--- config.mk ---
export PLATFORM = sky130hd
export DESIGN_NAME = ascii_keyword_command_decoder_top
export DESIGN_NICKNAME = d
export VERILOG_FILES = /design/src/rtl/akcd_pkg.sv /design/src/rtl/akcd_front.sv /design/src/rtl/akcd_queue.sv /design/src/rtl/akcd_back.sv /design/src/rtl/ascii_keyword_command_decoder_top.sv
export SDC_FILE = /design/constraint.sdc
export NUM_CORES = 1
export LEC_CHECK = 0
export ABC_AREA = 1
export BUFFER_PORTS_ARGS = -buffer_cell sky130_fd_sc_hd__buf_2
export CAP_MARGIN = 20
export CORE_MARGIN = 5
export CORE_UTILIZATION = 58
export DETAILED_ROUTE_END_ITERATION = 10
export GPL_ROUTABILITY_DRIVEN = 0
export MAX_ROUTING_LAYER = met4
export PLACE_DENSITY = 0.77
export SETUP_SLACK_MARGIN = 0.3
export SLEW_MARGIN = 5
export SYNTH_ARGS = -nofsm -noshare
export SYNTH_HDL_FRONTEND = slang
export SYNTH_HIERARCHICAL = 1
export SYNTH_SLANG_ARGS = --single-unit
--- constraint.sdc ---
create_clock -name clk -period 4.6 [get_ports clk]
set_input_delay 0.92 -clock clk [delete_from_list [all_inputs] [get_ports clk]]
set_output_delay 0.92 -clock clk [all_outputs]
set_load 0.05 [all_outputs]
--- src/rtl/akcd_pkg.sv ---
// ----------------------------------------------------------------------------
// akcd_pkg
// Types, keyword table and character codes shared by the keyword decoder.
// ----------------------------------------------------------------------------
package akcd_pkg;

  localparam int KW_COUNT    = 11;
  localparam int KW_MAX      = 17;
  localparam int QUEUE_DEPTH = 4;
  localparam int QUEUE_AW    = $clog2(QUEUE_DEPTH);

  localparam logic [7:0] CH_NUL   = 8'h00;
  localparam logic [7:0] CH_TAB   = 8'h09;
  localparam logic [7:0] CH_CR    = 8'h0d;
  localparam logic [7:0] CH_SPACE = 8'h20;
  localparam logic [7:0] CH_PLUS  = 8'h2b;
  localparam logic [7:0] CH_MINUS = 8'h2d;
  localparam logic [7:0] CH_ZERO  = 8'h30;
  localparam logic [7:0] CH_NINE  = 8'h39;
  localparam logic [7:0] CH_EQ    = 8'h3d;

  localparam logic [31:0] MAG_CAP = 32'h8000_0000;
  localparam logic [31:0] POS_MAX = 32'h7fff_ffff;

  typedef logic [8*KW_MAX-1:0] kw_str_t;
  typedef logic [KW_COUNT-1:0] kw_mask_t;

  // keyword text, right-justified; ids follow the list order
  localparam kw_str_t KW_TEXT [KW_COUNT] = '{
    kw_str_t'("test"),
    kw_str_t'("StartWaving"),
    kw_str_t'("SetSpeed"),
    kw_str_t'("SetThickness"),
    kw_str_t'("SetDrumDirection"),
    kw_str_t'("SetGuideDirection"),
    kw_str_t'("PauseWaving"),
    kw_str_t'("StopWaving"),
    kw_str_t'("ContinueWaving"),
    kw_str_t'("GetHeapInfo"),
    kw_str_t'("GetStackInfo")
  };

  localparam logic [4:0] KW_LEN [KW_COUNT] = '{
    5'd4, 5'd11, 5'd8, 5'd12, 5'd16, 5'd17, 5'd11, 5'd10, 5'd14, 5'd11, 5'd12
  };

  // end-of-line summary handed from the parser to the resolver
  typedef struct packed {
    logic        value_seen;
    logic        value_negative;
    logic [31:0] magnitude;
    logic        name_ok;
    kw_mask_t    alive;
    logic [4:0]  name_length;
  } line_evt_t;

  // character of keyword k at position pos, zero past its end
  function automatic logic [7:0] kw_char(input int k, input logic [4:0] pos);
    logic [7:0] ch;
    ch = CH_NUL;
    if (pos < KW_LEN[k]) begin
      ch = KW_TEXT[k][8*(int'(KW_LEN[k]) - 1 - int'(pos)) +: 8];
    end
    return ch;
  endfunction

endpackage

--- src/rtl/akcd_front.sv ---
// ----------------------------------------------------------------------------
// akcd_front
// Byte parser: tracks line grammar, keyword prefixes and the value digits,
// and queues a line summary at a carriage return after a name or value.
// ----------------------------------------------------------------------------
module akcd_front #(
  parameter int LINE_BYTES = 32
) (
  input  logic                 clk,
  input  logic                 rst,
  input  logic                 in_valid,
  output logic                 in_ready,
  input  logic [7:0]           in_byte,
  output logic                 evt_push,
  output akcd_pkg::line_evt_t  evt,
  input  logic                 evt_full
);

  localparam int FW = $clog2(LINE_BYTES);
  localparam logic [FW:0] LIMIT = (FW+1)'(LINE_BYTES - 1);

  typedef enum logic [5:0] {
    PH_LEAD   = 6'b000001,
    PH_NAME   = 6'b000010,
    PH_GAP    = 6'b000100,
    PH_SPACE  = 6'b001000,
    PH_DIGITS = 6'b010000,
    PH_DONE   = 6'b100000
  } phase_t;

  logic [FW-1:0]      fill_count, fill_count_next;
  phase_t             phase, phase_next;
  akcd_pkg::kw_mask_t alive, alive_next;
  logic [4:0]         name_length, name_length_next;
  logic               text_ended, text_ended_next;
  logic               value_seen, value_seen_next;
  logic               value_negative, value_negative_next;
  logic [31:0]        acc, acc_next;

  logic               accept;
  logic               is_cr;
  logic [FW:0]        fill_inc;
  akcd_pkg::kw_mask_t name_alive;
  logic [35:0]        acc_mul;
  logic               is_digit;
  logic               is_space;
  logic               is_sign;

  assign in_ready = !evt_full;
  assign accept   = in_valid && in_ready;
  assign is_cr    = (in_byte == akcd_pkg::CH_CR);
  assign fill_inc = {1'b0, fill_count} + (FW+1)'(1);

  assign is_digit = (in_byte >= akcd_pkg::CH_ZERO) && (in_byte <= akcd_pkg::CH_NINE);
  assign is_space = (in_byte == akcd_pkg::CH_SPACE) ||
                    ((in_byte >= akcd_pkg::CH_TAB) && (in_byte <= akcd_pkg::CH_CR));
  assign is_sign  = (in_byte == akcd_pkg::CH_PLUS) || (in_byte == akcd_pkg::CH_MINUS);

  // acc * 10 + digit, as two shifts
  assign acc_mul = {1'b0, acc, 3'b000} + {3'b000, acc, 1'b0} +
                   {32'd0, in_byte[3:0] - akcd_pkg::CH_ZERO[3:0]};

  always_comb begin
    for (int k = 0; k < akcd_pkg::KW_COUNT; k++) begin
      name_alive[k] = alive[k] && (akcd_pkg::kw_char(k, name_length) == in_byte);
    end
  end

  always_comb begin
    fill_count_next     = fill_count;
    phase_next          = phase;
    alive_next          = alive;
    name_length_next    = name_length;
    text_ended_next     = text_ended;
    value_seen_next     = value_seen;
    value_negative_next = value_negative;
    acc_next            = acc;
    evt_push            = 1'b0;

    evt.value_seen      = value_seen;
    evt.value_negative  = value_negative;
    evt.magnitude       = acc;
    evt.name_ok         = (phase != PH_LEAD) && (name_length != 5'd0);
    evt.alive           = alive;
    evt.name_length     = name_length;

    if (accept) begin
      if (is_cr) begin
        evt_push = value_seen || evt.name_ok;
      end else begin
        if (in_byte == akcd_pkg::CH_NUL) begin
          text_ended_next = 1'b1;
        end else if (!text_ended) begin
          unique case (phase)
            PH_LEAD, PH_NAME: begin
              if (in_byte == akcd_pkg::CH_EQ) begin
                if (phase == PH_NAME) phase_next = PH_GAP;
              end else begin
                phase_next       = PH_NAME;
                alive_next       = name_alive;
                name_length_next = (name_length == 5'd31) ? name_length
                                                          : name_length + 5'd1;
              end
            end
            PH_GAP, PH_SPACE, PH_DIGITS: begin
              if (phase == PH_GAP && in_byte != akcd_pkg::CH_EQ) begin
                value_seen_next = 1'b1;
              end
              if (in_byte == akcd_pkg::CH_EQ) begin
                if (phase != PH_GAP) phase_next = PH_DONE;
              end else if (phase != PH_DIGITS && is_space) begin
                phase_next = PH_SPACE;
              end else if (phase != PH_DIGITS && is_sign) begin
                phase_next = PH_DIGITS;
                value_negative_next = (in_byte == akcd_pkg::CH_MINUS);
              end else if (is_digit) begin
                phase_next = PH_DIGITS;
                acc_next   = (acc_mul > {4'd0, akcd_pkg::MAG_CAP}) ? akcd_pkg::MAG_CAP
                                                                   : acc_mul[31:0];
              end else begin
                phase_next = PH_DONE;
              end
            end
            PH_DONE: begin
            end
            default: begin
            end
          endcase
        end
        fill_count_next = fill_inc[FW-1:0];
      end

      // carriage return or overlong line starts a fresh line
      if (is_cr || fill_inc >= LIMIT) begin
        fill_count_next     = '0;
        phase_next          = PH_LEAD;
        alive_next          = '1;
        name_length_next    = 5'd0;
        text_ended_next     = 1'b0;
        value_seen_next     = 1'b0;
        value_negative_next = 1'b0;
        acc_next            = 32'd0;
      end
    end
  end

  always_ff @(posedge clk) begin
    if (rst) begin
      fill_count     <= '0;
      phase          <= PH_LEAD;
      alive          <= '1;
      name_length    <= 5'd0;
      text_ended     <= 1'b0;
      value_seen     <= 1'b0;
      value_negative <= 1'b0;
      acc            <= 32'd0;
    end else begin
      fill_count     <= fill_count_next;
      phase          <= phase_next;
      alive          <= alive_next;
      name_length    <= name_length_next;
      text_ended     <= text_ended_next;
      value_seen     <= value_seen_next;
      value_negative <= value_negative_next;
      acc            <= acc_next;
    end
  end

endmodule

--- src/rtl/akcd_queue.sv ---
// ----------------------------------------------------------------------------
// akcd_queue
// Small FIFO of line summaries between the parser and the resolver.
// ----------------------------------------------------------------------------
module akcd_queue (
  input  logic                 clk,
  input  logic                 rst,
  input  logic                 push,
  input  akcd_pkg::line_evt_t  push_data,
  output logic                 full,
  input  logic                 pop,
  output akcd_pkg::line_evt_t  pop_data,
  output logic                 empty
);

  localparam int AW = akcd_pkg::QUEUE_AW;
  localparam logic [AW:0] DEPTH = (AW+1)'(akcd_pkg::QUEUE_DEPTH);

  akcd_pkg::line_evt_t slots [akcd_pkg::QUEUE_DEPTH];
  logic [AW-1:0] wr_ptr;
  logic [AW-1:0] rd_ptr;
  logic [AW:0]   count;
  logic          do_push;
  logic          do_pop;

  assign full     = (count == DEPTH);
  assign empty    = (count == '0);
  assign do_push  = push && !full;
  assign do_pop   = pop && !empty;
  assign pop_data = slots[rd_ptr];

  always_ff @(posedge clk) begin
    if (do_push) begin
      slots[wr_ptr] <= push_data;
    end
  end

  always_ff @(posedge clk) begin
    if (rst) begin
      wr_ptr <= '0;
      rd_ptr <= '0;
      count  <= '0;
    end else begin
      if (do_push) wr_ptr <= wr_ptr + AW'(1);
      if (do_pop)  rd_ptr <= rd_ptr + AW'(1);
      unique case ({do_push, do_pop})
        2'b10:   count <= count + (AW+1)'(1);
        2'b01:   count <= count - (AW+1)'(1);
        default: count <= count;
      endcase
    end
  end

endmodule

--- src/rtl/akcd_back.sv ---
// ----------------------------------------------------------------------------
// akcd_back
// Line resolver: updates the held value, picks the matching keyword and
// drives the registered result.
// ----------------------------------------------------------------------------
module akcd_back (
  input  logic                 clk,
  input  logic                 rst,
  input  logic                 evt_avail,
  input  akcd_pkg::line_evt_t  evt,
  output logic                 evt_pop,
  output logic                 out_valid,
  input  logic                 out_ready,
  output logic [3:0]           out_id,
  output logic signed [31:0]   out_arg
);

  logic [31:0] held;
  logic [31:0] held_next;
  logic        hit;
  logic [3:0]  hit_id;

  assign evt_pop = evt_avail && (!out_valid || out_ready);

  always_comb begin
    held_next = held;
    if (evt.value_seen) begin
      if (evt.value_negative) held_next = 32'd0 - evt.magnitude;
      else if (evt.magnitude > akcd_pkg::POS_MAX) held_next = akcd_pkg::POS_MAX;
      else held_next = evt.magnitude;
    end
  end

  // lowest id wins
  always_comb begin
    hit    = 1'b0;
    hit_id = 4'd0;
    for (int k = akcd_pkg::KW_COUNT - 1; k >= 0; k--) begin
      if (evt.name_ok && evt.alive[k] && (evt.name_length == akcd_pkg::KW_LEN[k])) begin
        hit    = 1'b1;
        hit_id = 4'(k);
      end
    end
  end

  always_ff @(posedge clk) begin
    if (rst) begin
      held      <= 32'd0;
      out_valid <= 1'b0;
    end else if (evt_pop) begin
      held      <= held_next;
      out_valid <= hit;
    end else if (out_ready) begin
      out_valid <= 1'b0;
    end
  end

  always_ff @(posedge clk) begin
    if (evt_pop && hit) begin
      out_id  <= hit_id;
      out_arg <= signed'(held_next);
    end
  end

endmodule

--- src/rtl/ascii_keyword_command_decoder_top.sv ---
// ----------------------------------------------------------------------------
// ascii_keyword_command_decoder_top
// Line-based ASCII command decoder: keyword and decimal argument per line.
// ----------------------------------------------------------------------------
// Takes one byte per cycle on the input stream while the queue has room. A
// carriage return closes a line; a line of the form name=value whose name is
// one of the eleven keywords yields one result item with the keyword id and
// the argument (the value of this line, or the last one given). Unmatched,
// empty and overlong lines yield nothing. The parser keeps up with one byte
// every cycle; each line summary passes through a four-entry queue to the
// resolver, which retires one line per cycle into the output register when
// it is free, so input stalls only when the queue fills while results are
// not being taken. A result is held in a queue slot, then the output register.
module ascii_keyword_command_decoder_top #(
  parameter int LINE_BYTES = 32
) (
  input  logic        clk,
  input  logic        rst,
  input  logic        s_axis_tvalid,
  output logic        s_axis_tready,
  input  logic [7:0]  s_axis_tdata,   // [7:0] rx_byte
  output logic        m_axis_tvalid,
  input  logic        m_axis_tready,
  output logic [39:0] m_axis_tdata    // [3:0] command_id, [35:4] argument, rest zero
);

  akcd_pkg::line_evt_t push_evt;
  akcd_pkg::line_evt_t pop_evt;
  logic                push;
  logic                full;
  logic                pop;
  logic                empty;
  logic [3:0]          command_id;
  logic signed [31:0]  argument;

  akcd_front #(
    .LINE_BYTES (LINE_BYTES)
  ) u_front (
    .clk      (clk),
    .rst      (rst),
    .in_valid (s_axis_tvalid),
    .in_ready (s_axis_tready),
    .in_byte  (s_axis_tdata),
    .evt_push (push),
    .evt      (push_evt),
    .evt_full (full)
  );

  akcd_queue u_queue (
    .clk       (clk),
    .rst       (rst),
    .push      (push),
    .push_data (push_evt),
    .full      (full),
    .pop       (pop),
    .pop_data  (pop_evt),
    .empty     (empty)
  );

  akcd_back u_back (
    .clk       (clk),
    .rst       (rst),
    .evt_avail (!empty),
    .evt       (pop_evt),
    .evt_pop   (pop),
    .out_valid (m_axis_tvalid),
    .out_ready (m_axis_tready),
    .out_id    (command_id),
    .out_arg   (argument)
  );

  assign m_axis_tdata = {4'd0, argument, command_id};

endmodule
==> impl_summary.txt <==
----------------------------------------------------
[Worst setup path]
  CP Data Arrival Time ... 4260 ps
  Data required time at the worst endpoint ... 5030 ps
  Sort of element at the start of the critical path ... input port
  Ordered cell list for the critical path ... buf_2, inv_2, fa_1, fa_1, inv_1, nand3_1, nand3_1, nand2_1, nand2_1, nand2_1, nand2_1, nand2_1, nand2_1, nand2_1, nand2_1, nand2_1, nor2_1, nand4_1, nand2_1, buf_4, nand2_1, a21oi_1
  Endpoint of the worst register-to-register path ... u_front/acc[11]
  WP buf/inv ... 4
  Levels on crit path ... 22
  R2r worst-path depth ... 21
  Max incr delay on CP ... 530 ps
  Worst Setup SP ... s_axis_tdata[3]
  Termination of the worst setup path ... u_front/acc[11]
  Kind of cell with the highest combined delay on the critical path ... simple AND/OR/NAND/NOR gates
  Type of the worst setup path ... input port to flop
  Reg2Reg Launch Point ... u_front/acc[2]
  Endpoint type of the worst setup path ... flop
  Critical Path Fanout Max ... 31
  Worst setup slack for register-to-register paths ... 840 ps
  CP most frequent cell ... sky130_fd_sc_hd__nand2_1
  Crit-path slowest cell ... sky130_fd_sc_hd__fa_1

[Timing]
  Transition time of the tightest slew-check pin ... 755.5 ps
  Count of endpoints failing setup in the final report ... 0
  RSZ-0062 raised after global routing ... false
  Crit share post-route ... 0.8327
  FMAX ... 261.1 MHz
  Final hold vios ... 0
  Clock Skew ... 23.48 ps
  Accumulated negative setup slack ... 0 ps
  Final number of max-transition violations ... 0
  Shortest period the worst path allows ... 3830 ps
  Final hold slack ... 483.8 ps
  Worst-case setup margin in the final layout ... 769.7 ps
  Headroom to the max-slew limit ... 0.4964

[Final layout]
  Net count of the finished layout ... 2,824
  Fraction of layout instances using a drive strength above 1 ... 0.07474
  N_diodes ... 0
  Area growth from synthesis to layout ... 8.126%

[Clocking]
  Clock-pin slew on the worst setup and hold paths ... 60 ps
  Hold-fix buffer count after cts ... 0
  CTS tree ... built
  Maximum clock path buffer count ... 3
  Cts bufs inserted ... 34
  Cell at the root of the clock tree ... sky130_fd_sc_hd__clkbuf_16
  CTS H-tree depth ... 2
  Quantity of gates resized following cts ... 0
  Number of sinks handled by clock tree synthesis ... 344
  Insertion delay of the later-clocked pin in the worst-skew pair ... 520 ps
  Buffers inserted during post-CTS setup optimization ... 0

[Detailed routing]
  First-iteration detailed-routing DRC count ... 2,046
  Routed via count divided by cell count ... 5.752
  Vias after detailed routing ... 18,430
  Routed length per placed instance ... 16.54 um
  Number of nets with antenna violations after routing ... 0
  Router iterations before antenna repair ... 6
  Total Routed Length ... 52,980 um
  DR DRC count ... 0

[GRT]
  Wire length of the first global-routing pass ... 86,510 um
  Remaining global-route overflow ... 0
  Via count of the first global-routing pass ... 17,200
  Pin count of the biggest net entering global routing ... 61
  Antenna violations before repair ... 0
  Overall Global Routing Usage ... 0.2639

[Logic synthesis]
  Distinct cells, synth ... 62
  Share of the yosys chip area belonging to registers ... 0.4423
  Post-Syn Area ... 21,000 um^2
  Main area contributors after synthesis ... sky130_fd_sc_hd__edfxtp_1, sky130_fd_sc_hd__nand2_1, sky130_fd_sc_hd__dfxtp_1
  Leading area contributor after synthesis ... sky130_fd_sc_hd__edfxtp_1
  Mean instance size in the synthesized netlist ... 7.787 um^2
  Top-area cell type share of the netlist area ... 0.3432
  FF+latch count, synth ... 344
  Syn. warnings ... 6
  Number of standard cells after synthesis ... 2,697

[Job]
  Number of violations of the max-capacitance limit ... 0

[Die]
  Die Area ... 40,110 um^2
  Number of rows created at floorplan ... 69
  Width of the chip ... 200.3 um
  Core area ... 35,660 um^2
  Top-level port count ... 54
  Die outline height ... 200.3 um
  Initial core utilization ... 0.5890

[Placed design]
  Total of buffers placed on input and output ports ... 49
  Worst setup slack before clock tree synthesis ... 313.9 ps
  HPWL after DPL ... 36,880 um

[Pwr]
  Maximum vdd drop ... 258.9 uV
  Leakage power figure ... 10.22 nW
  Power Dens Cells ... 310.8 nW/um^2

[Min path]
  Worst min-delay path category ... flop to flop
  Worst hold path startpoint ... u_front/text_ended

[Outcome]
  Status ... finished, final reports clean

----------------------------------------------------
## worst min path at each step
stage,slack [ps],cells past startpoint,endpoint
3_5_place_dp,470,2,u_front/text_ended
3_3_place_gp,470,2,u_front/text_ended
5_1_grt,510,2,u_front/phase[4]
4_1_cts,490,2,u_front/text_ended
6_report,480,2,u_front/text_ended
2_1_floorplan,450,2,u_front/text_ended
## final cells by class
cell class | count | area, um^2
sequential | 344 | 9290
timing repair buffer | 78 | 513.0
tap | 461 | 576.8
inverter | 351 | 1320
clock inverter | 15 | 156.4
clock buffer | 47 | 1005
multi-input combinational | 1908 | 9847
fill | 2955 | 12950
## per-layer routing
metal,up-vias,GRT usage,routed length [um]
li1,8964,-,-
met1,8496,0.3654,22930
met2,853,0.4147,24040
met3,116,0.03283,4716
met4,0,0.07424,1296
met5,-,-,0
## registers in the layout, indices dropped and copies added (netlist names), named ones only
signal and flops:
u_queue/slots 204, u_back/held 32, u_back/out_arg 32, u_front/acc 32, u_front/alive 11, u_front/phase 6
u_front/fill_count 5, u_front/name_length 5, u_back/out_id 4, u_queue/count 3, u_queue/rd_ptr 2, u_queue/wr_ptr 2
u_back/out_valid 1, u_front/text_ended 1, u_front/value_negative 1, u_front/value_seen 1
## worst reg2reg max path, stage by stage, from the launching register on
cell and delay [ps]:
sky130_fd_sc_hd__dfxtp_1 550, sky130_fd_sc_hd__inv_1 100, sky130_fd_sc_hd__fa_1 490, sky130_fd_sc_hd__fa_1 480
sky130_fd_sc_hd__inv_1 140, sky130_fd_sc_hd__nand3_1 90, sky130_fd_sc_hd__nand3_1 190, sky130_fd_sc_hd__nand2_1 120
sky130_fd_sc_hd__nand2_1 130, sky130_fd_sc_hd__nand2_1 80, sky130_fd_sc_hd__nand2_1 100, sky130_fd_sc_hd__nand2_1 80
sky130_fd_sc_hd__nand2_1 60, sky130_fd_sc_hd__nand2_1 40, sky130_fd_sc_hd__nand2_1 50, sky130_fd_sc_hd__nand2_1 50
sky130_fd_sc_hd__nor2_1 130, sky130_fd_sc_hd__nand4_1 120, sky130_fd_sc_hd__nand2_1 70, sky130_fd_sc_hd__buf_4 310
sky130_fd_sc_hd__nand2_1 130, sky130_fd_sc_hd__a21oi_1 150
## synth_stat cells (all sizes together)
master / number
a211oi: 6
a21boi: 2
a21o: 3
a21oi: 113
a22oi: 3
a31oi: 1
a32oi: 1
a41oi: 1
and2: 7
and3: 1
buf: 65
clkbuf: 32
clkinv: 2
conb: 1
dfxtp: 104
edfxtp: 240
fa: 3
ha: 92
inv: 349
nand2: 650
nand3: 180
nand3b: 7
nand4: 48
nor2: 381
nor3: 33
nor4: 7
o2111ai: 3
o211a: 1
o211ai: 16
o21a: 1
o21ai: 206
o21bai: 4
o221ai: 3
o22ai: 56
o2bb2ai: 1
o311ai: 1
o31ai: 6
o32ai: 1
or2: 6
xnor2: 8
xor2: 52
## layout by cell type, fill, tap and decap left out, types with 9 or more instances in the layout
cell type	n
sky130_fd_sc_hd__o211ai_1	16
sky130_fd_sc_hd__o21ai_0	128
sky130_fd_sc_hd__inv_2	11
sky130_fd_sc_hd__nor2_1	362
sky130_fd_sc_hd__clkbuf_16	38
sky130_fd_sc_hd__nor2_4	11
sky130_fd_sc_hd__xor2_1	49
sky130_fd_sc_hd__nand4_1	48
sky130_fd_sc_hd__edfxtp_1	240
sky130_fd_sc_hd__ha_1	92
sky130_fd_sc_hd__buf_4	25
sky130_fd_sc_hd__nand3_1	170
sky130_fd_sc_hd__inv_1	337
sky130_fd_sc_hd__buf_2	49
sky130_fd_sc_hd__a21oi_1	110
sky130_fd_sc_hd__nand2_1	638
sky130_fd_sc_hd__nand3_2	9
sky130_fd_sc_hd__o21ai_1	72
sky130_fd_sc_hd__dfxtp_1	103
sky130_fd_sc_hd__o22ai_1	54
sky130_fd_sc_hd__nor3_1	31
## where the power goes
part | internal [mW] | switching [mW] | leakage (nW) | total (mW)
combinational | 0.274 | 0.579 | 6.65 | 0.852
clock | 1.70 | 1.13 | 0.562 | 2.84
sequential | 3.33 | 0.0380 | 3.01 | 3.37
total | 5.31 | 1.75 | 10.2 | 7.06
## kinds of logic after synthesis
group | synth area share
other cells | 0.0001786
buf+inv | 0.09175
compound gates | 0.1147
fa+ha+maj | 0.05767
xor+xnor | 0.02609
flops | 0.4423
simple gates | 0.2673
## metrics by stage
stage / total power [mW] / cells / util / cell area [um^2]
after floorplan: 4.065 / 2700 / - / 21010
after CTS: 7.073 / 3204 / 0.6369 / 22710
final: 7.058 / 3204 / 0.6369 / 22710
after global routing: 7.338 / 3204 / 0.6369 / 22710
after detailed placement: 4.251 / 3142 / 0.6043 / 21550
after global placement: 4.229 / 3142 / 0.6043 / 21550
Note: power is estimated with default switching activity, not from simulation.
